[config.mk]
export PLATFORM = sky130hd
export DESIGN_NAME = tdpt_ctrl
export DESIGN_NICKNAME = d
export VERILOG_FILES = /design/src/tdpt_pkg.sv /design/src/tdpt_ctrl.sv
export SDC_FILE = /design/constraint.sdc
export NUM_CORES = 1
export LEC_CHECK = 0
export BUFFER_PORTS_ARGS = -buffer_cell sky130_fd_sc_hd__buf_2
export CAP_MARGIN = 25
export CORE_AREA = 8 8 45 47
export DETAILED_ROUTE_END_ITERATION = 8
export DIE_AREA = 0 0 53 55
export SLEW_MARGIN = 40
export SYNTH_ARGS = -nofsm -noshare
export SYNTH_HDL_FRONTEND = slang
export SYNTH_SLANG_ARGS = --single-unit
[constraint.sdc]
create_clock -name clk -period 3.9 [get_ports clk]
set_clock_uncertainty 0.05 [all_clocks]
set_input_delay 0.195 -clock clk [delete_from_list [all_inputs] [get_ports clk]]
set_output_delay 0.195 -clock clk [all_outputs]
set_load 0.03 [all_outputs]
[src/tdpt_pkg.sv]
// shared types and constants for the trial division prime test
package tdpt_pkg;

  // first odd trial divisor and the step between divisors
  localparam int unsigned FIRST_DIVISOR = 3;
  localparam int unsigned DIVISOR_STEP  = 2;

  // controller states
  typedef enum logic [2:0] {
    ST_IDLE,
    ST_CHECK,
    ST_DIV,
    ST_EVAL,
    ST_FINISH
  } state_t;

  // commands from controller to datapath
  typedef struct packed {
    logic load;       // capture a new value, reset divisor and square
    logic start_div;  // clear remainder, load dividend shifter
    logic step_div;   // one restoring remainder step
    logic next_div;   // advance to the next odd divisor
  } cmd_t;

  // status from datapath to controller
  typedef struct packed {
    logic special;      // value decided without trial division
    logic special_val;  // result for the decided case
    logic bound_ok;     // divisor squared does not exceed value
    logic div_last;     // current step is the last remainder step
    logic rem_zero;     // remainder of the finished division is zero
  } status_t;

endpackage

[src/tdpt_ctrl.sv]
// controller: sequences the trial divisions and holds the result register
module tdpt_ctrl (
  input  logic                    clk,
  input  logic                    rst_n,
  input  logic                    in_valid,
  output logic                    in_stall,
  output logic                    out_valid,
  input  logic                    out_stall,
  output logic                    out_is_prime,
  input  tdpt_pkg::status_t       status,
  output tdpt_pkg::cmd_t          cmd
);

  tdpt_pkg::state_t state_r, state_nxt;
  logic res_r, res_nxt;
  logic out_valid_r, out_valid_nxt;
  logic out_is_prime_r, out_is_prime_nxt;
  logic accept;
  logic out_free;

  assign accept   = in_valid && !in_stall;
  assign out_free = !out_valid_r || !out_stall;

  // next state
  always_comb begin
    state_nxt = state_r;
    unique case (state_r)
      tdpt_pkg::ST_IDLE: begin
        if (in_valid) state_nxt = tdpt_pkg::ST_CHECK;
      end
      tdpt_pkg::ST_CHECK: begin
        if (status.special || !status.bound_ok) begin
          state_nxt = tdpt_pkg::ST_FINISH;
        end else begin
          state_nxt = tdpt_pkg::ST_DIV;
        end
      end
      tdpt_pkg::ST_DIV: begin
        if (status.div_last) state_nxt = tdpt_pkg::ST_EVAL;
      end
      tdpt_pkg::ST_EVAL: begin
        if (status.rem_zero) begin
          state_nxt = tdpt_pkg::ST_FINISH;
        end else begin
          state_nxt = tdpt_pkg::ST_CHECK;
        end
      end
      tdpt_pkg::ST_FINISH: begin
        if (out_free) state_nxt = tdpt_pkg::ST_IDLE;
      end
      default: state_nxt = tdpt_pkg::ST_IDLE;
    endcase
  end

  // outputs and result bookkeeping
  always_comb begin
    cmd              = '0;
    in_stall         = 1'b1;
    res_nxt          = res_r;
    out_valid_nxt    = out_valid_r && out_stall;
    out_is_prime_nxt = out_is_prime_r;
    unique case (state_r)
      tdpt_pkg::ST_IDLE: begin
        in_stall = 1'b0;
        cmd.load = in_valid;
      end
      tdpt_pkg::ST_CHECK: begin
        if (status.special) begin
          res_nxt = status.special_val;
        end else if (!status.bound_ok) begin
          res_nxt = 1'b1;
        end else begin
          cmd.start_div = 1'b1;
        end
      end
      tdpt_pkg::ST_DIV: begin
        cmd.step_div = 1'b1;
      end
      tdpt_pkg::ST_EVAL: begin
        if (status.rem_zero) begin
          res_nxt = 1'b0;
        end else begin
          cmd.next_div = 1'b1;
        end
      end
      tdpt_pkg::ST_FINISH: begin
        if (out_free) begin
          out_valid_nxt    = 1'b1;
          out_is_prime_nxt = res_r;
        end
      end
      default: ;
    endcase
  end

  // control registers
  always_ff @(posedge clk) begin
    if (!rst_n) begin
      state_r     <= tdpt_pkg::ST_IDLE;
      out_valid_r <= 1'b0;
    end else begin
      state_r     <= state_nxt;
      out_valid_r <= out_valid_nxt;
    end
  end

  // payload registers
  always_ff @(posedge clk) begin
    res_r          <= res_nxt;
    out_is_prime_r <= out_is_prime_nxt;
  end

  assign out_valid    = out_valid_r;
  assign out_is_prime = out_is_prime_r;

  // an accepted transaction starts the bound check next cycle
  a_accept_check: assert property (@(posedge clk) disable iff (!rst_n)
    accept |=> state_r == tdpt_pkg::ST_CHECK)
    else $error("accepted transaction did not start checking");

  // a new result only comes out of the finish state
  a_result_src: assert property (@(posedge clk) disable iff (!rst_n)
    (out_valid_nxt && !(out_valid_r && out_stall)) |-> state_r == tdpt_pkg::ST_FINISH)
    else $error("result loaded outside finish state");

  // a finished result waits while the output is blocked
  a_finish_hold: assert property (@(posedge clk) disable iff (!rst_n)
    (state_r == tdpt_pkg::ST_FINISH && out_valid_r && out_stall)
      |=> state_r == tdpt_pkg::ST_FINISH)
    else $error("finished result dropped while output blocked");

  // input side only open while idle
  a_stall_idle: assert property (@(posedge clk) disable iff (!rst_n)
    (state_r != tdpt_pkg::ST_IDLE) |-> in_stall)
    else $error("input accepted while busy");

endmodule

==> flow_summary.toml, run 1 <==
[outcome]
status = "complete, no violations"

[worst_setup_path]
reg2reg_depth = 2
crit_type = "flip-flop to primary output"
worstPathArrival_ns = 1.32
timing.rr.end = "res_r"
rr_startpoint = "state_r[1]"
crit_path_end_kind = "primary output"
r2r_slack_ns = 2.46
crit_required_ns = 3.65
start_kind = "flip-flop"
crit_fanout = 12

[clock_tree]
htree_levels = 1
cts_sinks = 6
clock_latency_ns = 0.24
cts-root-buf = "clkbuf_4"
postCtsHoldBufs = 0
postCtsSetupRepairBufs = 0
cts_tree = "done"
cts_resized = 0
cts_made_buffers = 3
cts_buffer_depth = 2
path_clk_slew_ns = 0.04

[sta]
rsz0062_at_grt = "no"
fmax_mhz = 641
worstMarginPinSlew_ns = 0.369
slew_viol_final = 0
max_slew_margin_pct = 75.4
worst_slack_ns = 2.34
setup_viol = 0
hold_ws_ns = 0.146
finalHoldViolCount = 0
period_share_pct = 40.0
finalSetupTns_ns = 0
period_minus_slack_ns = 1.56

[routing]
route.vias.total = 300
dr.pass1.iters = 4
drc = 0
drtIter0Drc = 4
drtAntennaViolNets = 0
wl_per_cell_um = 12.0
routed_wl_um = 780
vias_per_cell = 4.62

[power_and_ir_drop]
finalPower_uw = 155
power_density_nw_per_um2 = 361
max-vdd-ir-drop_mv = 0.103
leakagePower_uw = 0.000196

[synth]
synthTopCellsByArea = "dfxtp_1 (25%), edfxtp_1 (19%), a2111oi_2 (4.8%)"
synth_area_um2 = 315
synth_cells = 32
synth_cell_types = 23
synth_top_cell_by_area = "dfxtp_1"
yosys.area.top_type_share_pct = 25.4
ys_warn_count = 0
synth_area_per_cell_um2 = 9.85
syn-num-nets = 41
ys_seq_elements = 6
synth-seq-area-share_pct = 44.4

[global_routing]
grt_max_degree = 13
grt_overflow = 0
antenna_found_initial = 0
grt_usage_pct = 5.53
grt_pass1_wl_mm = 1.17
grt_pass1_vias = 311

[die]
design.die.area_um2 = 2920
coreArea_um2 = 1380
rows = 14
die_y_um = 55
io_pins = 16
chipWidth_um = 53
start_util_pct = 22.8

[min_path]
holdPathEnd = "state_r[2]"
hold_depth = 2
min_from = "rst_n"
hold_path_class = "input pin to flip-flop"

[placed_design]
dp_hpwl_um = 619
io_buffers = 15
finalWeightedCongestion = 0.710
dp_slack_ns = 2.47

[cells_and_area]
nNetsFinal = 60
syn2layout_area_growth_pct = 35.7
drive_gt1_share_pct = 49.0
insertedDiodeCount = 0
final_util_pct = 30.9

[job]
drv_cap = 0
## worst max-delay path, cell delays in order (launching register included)
cell,delay [ns]
dfxtp_1,0.41
or3_2,0.48
buf_2,0.19
## power by group
part	total [µW]	switching, µW	internal [µW]	leakage (µW)
Clock	56.0	21.3	34.7	0.0000138
Combinational	27.4	16.0	11.4	0.000132
Sequential	71.2	3.58	67.6	0.0000505
Total	155	40.8	114	0.000196
## placed cells by master (no fill, tap or decap), types with 2 or more instances in the layout
| cell type | synthesis | routed |
|---|---|---|
| nor2_1 | 2 | 2 |
| a21oi_1 | 2 | 2 |
| nand2_1 | 2 | 2 |
| buf_2 | 1 | 15 |
| clkbuf_4 | 0 | 3 |
| inv_1 | 3 | 3 |
| edfxtp_1 | 2 | 2 |
| dfxtp_1 | 4 | 4 |
## how the worst max path moves through the flow
stage | from | to | slack, ns | depth (start not counted)
final | state_r[1] | in_stall | 2.34 | 2
after global routing | state_r[1] | in_stall | 2.29 | 2
after CTS | state_r[1] | in_stall | 2.33 | 2
after detailed placement | state_r[1] | res_r | 2.47 | 2
after global placement | state_r[1] | res_r | 2.50 | 2
after floorplan | state_r[1] | cmd[3] | 2.13 | 2
## layer usage
layer	vias up	wire length (µm)	GRT usage (%)
met5	-	0	0
met4	0	19	5.60
met3	2	54	2.41
met2	9	404	9.57
met1	136	301	4.59
li1	153	-	-
## area by class of cell
cell class              instances  area [µm²]
well taps                      16        20.0
fillers                       156         956
multi-input cells              21         155
repair buffers                 15        75.1
clock buffers                   3        22.5
inverters                       4        15.0
flip-flops and latches          6         140
## synthesized netlist by cell type
cell       n
nor4b_1    1
nor3_1     1
nor3b_1    1
nand3b_1   1
a21oi_1    2
or3_2      1
mux2_2     1
and4_2     1
o21a_1     1
inv_2      1
a2111oi_2  1
dfxtp_1    4
nor2_1     2
mux2i_1    1
a211oi_1   1
edfxtp_1   2
a21boi_0   1
buf_2      1
a32oi_1    1
and3_2     1
nand2_1    2
or3b_1     1
inv_1      3
## cells by family after synthesis
kind of cell	count (synthesis)	synth area share [%]
buffers and inverters	5	6.35
DFF	6	44.4
and+or+nand+nor	12	24.6
AOI/OAI and AO/OA	7	17.9
muxes	2	6.75
## metrics by stage
stage	cells	area, µm²
global placement	62	405
detailed placement	62	405
CTS	65	428
global route	65	428
floorplan	32	315
finish	65	428
## flip-flops by register name, indices dropped and copies added, names as in the netlist
name and flops:
state_r 3, out_valid 1, out_is_prime 1, res_r 1
No activity file was read; power rests on OpenSTA's default activity.
==> run 2: changes to the inputs <==
==> constraint.sdc (replaced) <==
create_clock -name clk -period 1.3 [get_ports clk]
set_clock_uncertainty 0.05 [all_clocks]
set_input_delay 0.065 -clock clk [delete_from_list [all_inputs] [get_ports clk]]
set_output_delay 0.065 -clock clk [all_outputs]
set_load 0.03 [all_outputs]
==> run 2 against run 1 <==
The flow now finishes with violations (negative setup slack). Clock power grew to 3.1 times the previous value. Largest cell class unchanged. Register-to-register slack lost 2.5 ns. Critical path type unchanged. Highest routed layer unchanged. Critical endpoint unchanged. Combinational power increased to 4.4 times the previous value. Utilization rose by 6.8 points. Non-clock buffer count up 6.
==> flow_summary.toml, run 2 (synthesis gave the netlist of run 1 again) <==
[outcome]
status = "complete, but fails checks"
violations = "negative setup slack"

[worst_setup_path]
start_kind = "flip-flop"
crit_fanout = 7
cp_cell_sequence = "buf_6 > or3_4 > buf_6"
startpoint = "state_r[1]"
crit_required_ns = 1.19
worstPathArrival_ns = 1.19
crit_type = "flip-flop to primary output"
cpPeakStageDelay_ns = 0.36
crit_path_end_kind = "primary output"
cp_common_cell = "buf_6"
rr_startpoint = "state_r[1]"
slowest_stage = "or3_4"

[global_routing]
grt_overflow = 0
grt_pass1_wl_mm = 1.31
grt_usage_pct = 6.36
antenna_found_initial = 0
grt_pass1_vias = 319
grt_max_degree = 8

[die]
chipWidth_um = 53
io_pins = 16
die_y_um = 55
design.die.area_um2 = 2920
coreArea_um2 = 1380
start_util_pct = 22.8
rows = 14

[clock_tree]
htree_levels = 1
cts_buffer_depth = 2
cts_sinks = 6
cts-root-buf = "clkbuf_4"
path_clk_slew_ns = 0.05
cts_tree = "done"
clock_latency_ns = 0.25
cts_made_buffers = 3

[routing]
dr.pass1.iters = 4
drc = 0
routed_wl_um = 889
wl_per_cell_um = 12.5
drtAntennaViolNets = 0
drtIter0Drc = 13
route.vias.total = 327
vias_per_cell = 4.61

[sta]
slew_viol_final = 0
max_slew_margin_pct = 75.6
worstMarginPinSlew_ns = 0.365
rsz0062_at_grt = "yes"
finalHoldViolCount = 0
period_share_pct = 101
period_minus_slack_ns = 1.31
worst_slack_ns = -0.00746
hold_ws_ns = 0.0133
fmax_mhz = 765
setup_viol = 1

[cells_and_area]
syn2layout_area_growth_pct = 65.5
insertedDiodeCount = 0
final_common_cell = "buf_2"
nNetsFinal = 66
largest_reg_flops = 3
drive_gt1_share_pct = 67.3
final_cells = 71
stdcell_area_um2 = 522
top_register = "state_r"
final_cell_mix = "buf_2 (11), buf_4 (6), buf_6 (4)"

[min_path]
hold_path_class = "input pin to flip-flop"
min_from = "rst_n"

[placed_design]
dp_cells = 66
finalWeightedCongestion = 0.751
dp_hpwl_um = 714
io_buffers = 15
place_area_um2 = 442

[power_and_ir_drop]
leakagePower_uw = 0.000242
max-vdd-ir-drop_mv = 0.460
power_density_nw_per_um2 = 967

[job]
drv_cap = 0
## run 2: cell types whose count changed in the layout (fill, tap and decap cells not counted), sizes merged
cell	delta
buf	+6
## run 2: report_power, final
| part | internal [µW] | switching [µW] | total, µW |
|---|---|---|---|
| clock network | 105 | 71.5 | 176 |
| registers | 203 | 5.10 | 208 |
| logic | 58.8 | 61.1 | 120 |
| total | 367 | 138 | 504 |
## run 2: path summary, 6_finish.rpt
kind                       end  cells after the start  slack (ns)
hold / removal      state_r[2]                      2        0.01
setup reg to reg  out_is_prime                      3        0.01
setup / recovery      in_stall                      3      -0.007
hold reg to reg   out_is_prime                      0        0.38
## run 2: timing repair
item,CTS,global route
gates resized for setup,14,2
setup endpoints to repair,5,7
buffers inserted,2,0
hold buffers,0,0
pin swaps,1,1
## run 2: worst max-delay path: cells and delay by family, from the launching register on
kind	cells	cell delay [ns]
simple gates	1	0.36
flops	1	0.32
buf+inv	2	0.26
## run 2: layer usage
metal | vias up | part of all wire, % | GRT usage, %
met5 | - | 0 | 0
met4 | 0 | 0.79 | 3.88
met3 | 2 | 6.3 | 4.28
met2 | 6 | 58 | 10.2
met1 | 154 | 35 | 5.97
li1 | 165 | - | -
## run 2: final cells by class
| type | instances | area (µm²) |
|---|---|---|
| Inverter | 4 | 15.0 |
| Multi-Input combinational cell | 21 | 176 |
| Clock buffer | 3 | 22.5 |
| Fill cell | 145 | 862 |
| Sequential cell | 6 | 143 |
| Timing Repair Buffer | 21 | 145 |
| Tap cell | 16 | 20.0 |
## run 2: stage by stage
step | total power [µW] | TNS (ns) | utilization (%) | setup WS (ns)
after detailed placement | 311 | 0 | 31.9 | 0.0219
after global routing | 531 | -0.151 | 37.7 | -0.0420
after global placement | 310 | 0 | 31.9 | 0.0116
after floorplan | 271 | 0 | - | 0.000150
after CTS | 511 | -0.0104 | 37.5 | -0.0104
final | 504 | -0.00746 | 37.7 | -0.00746
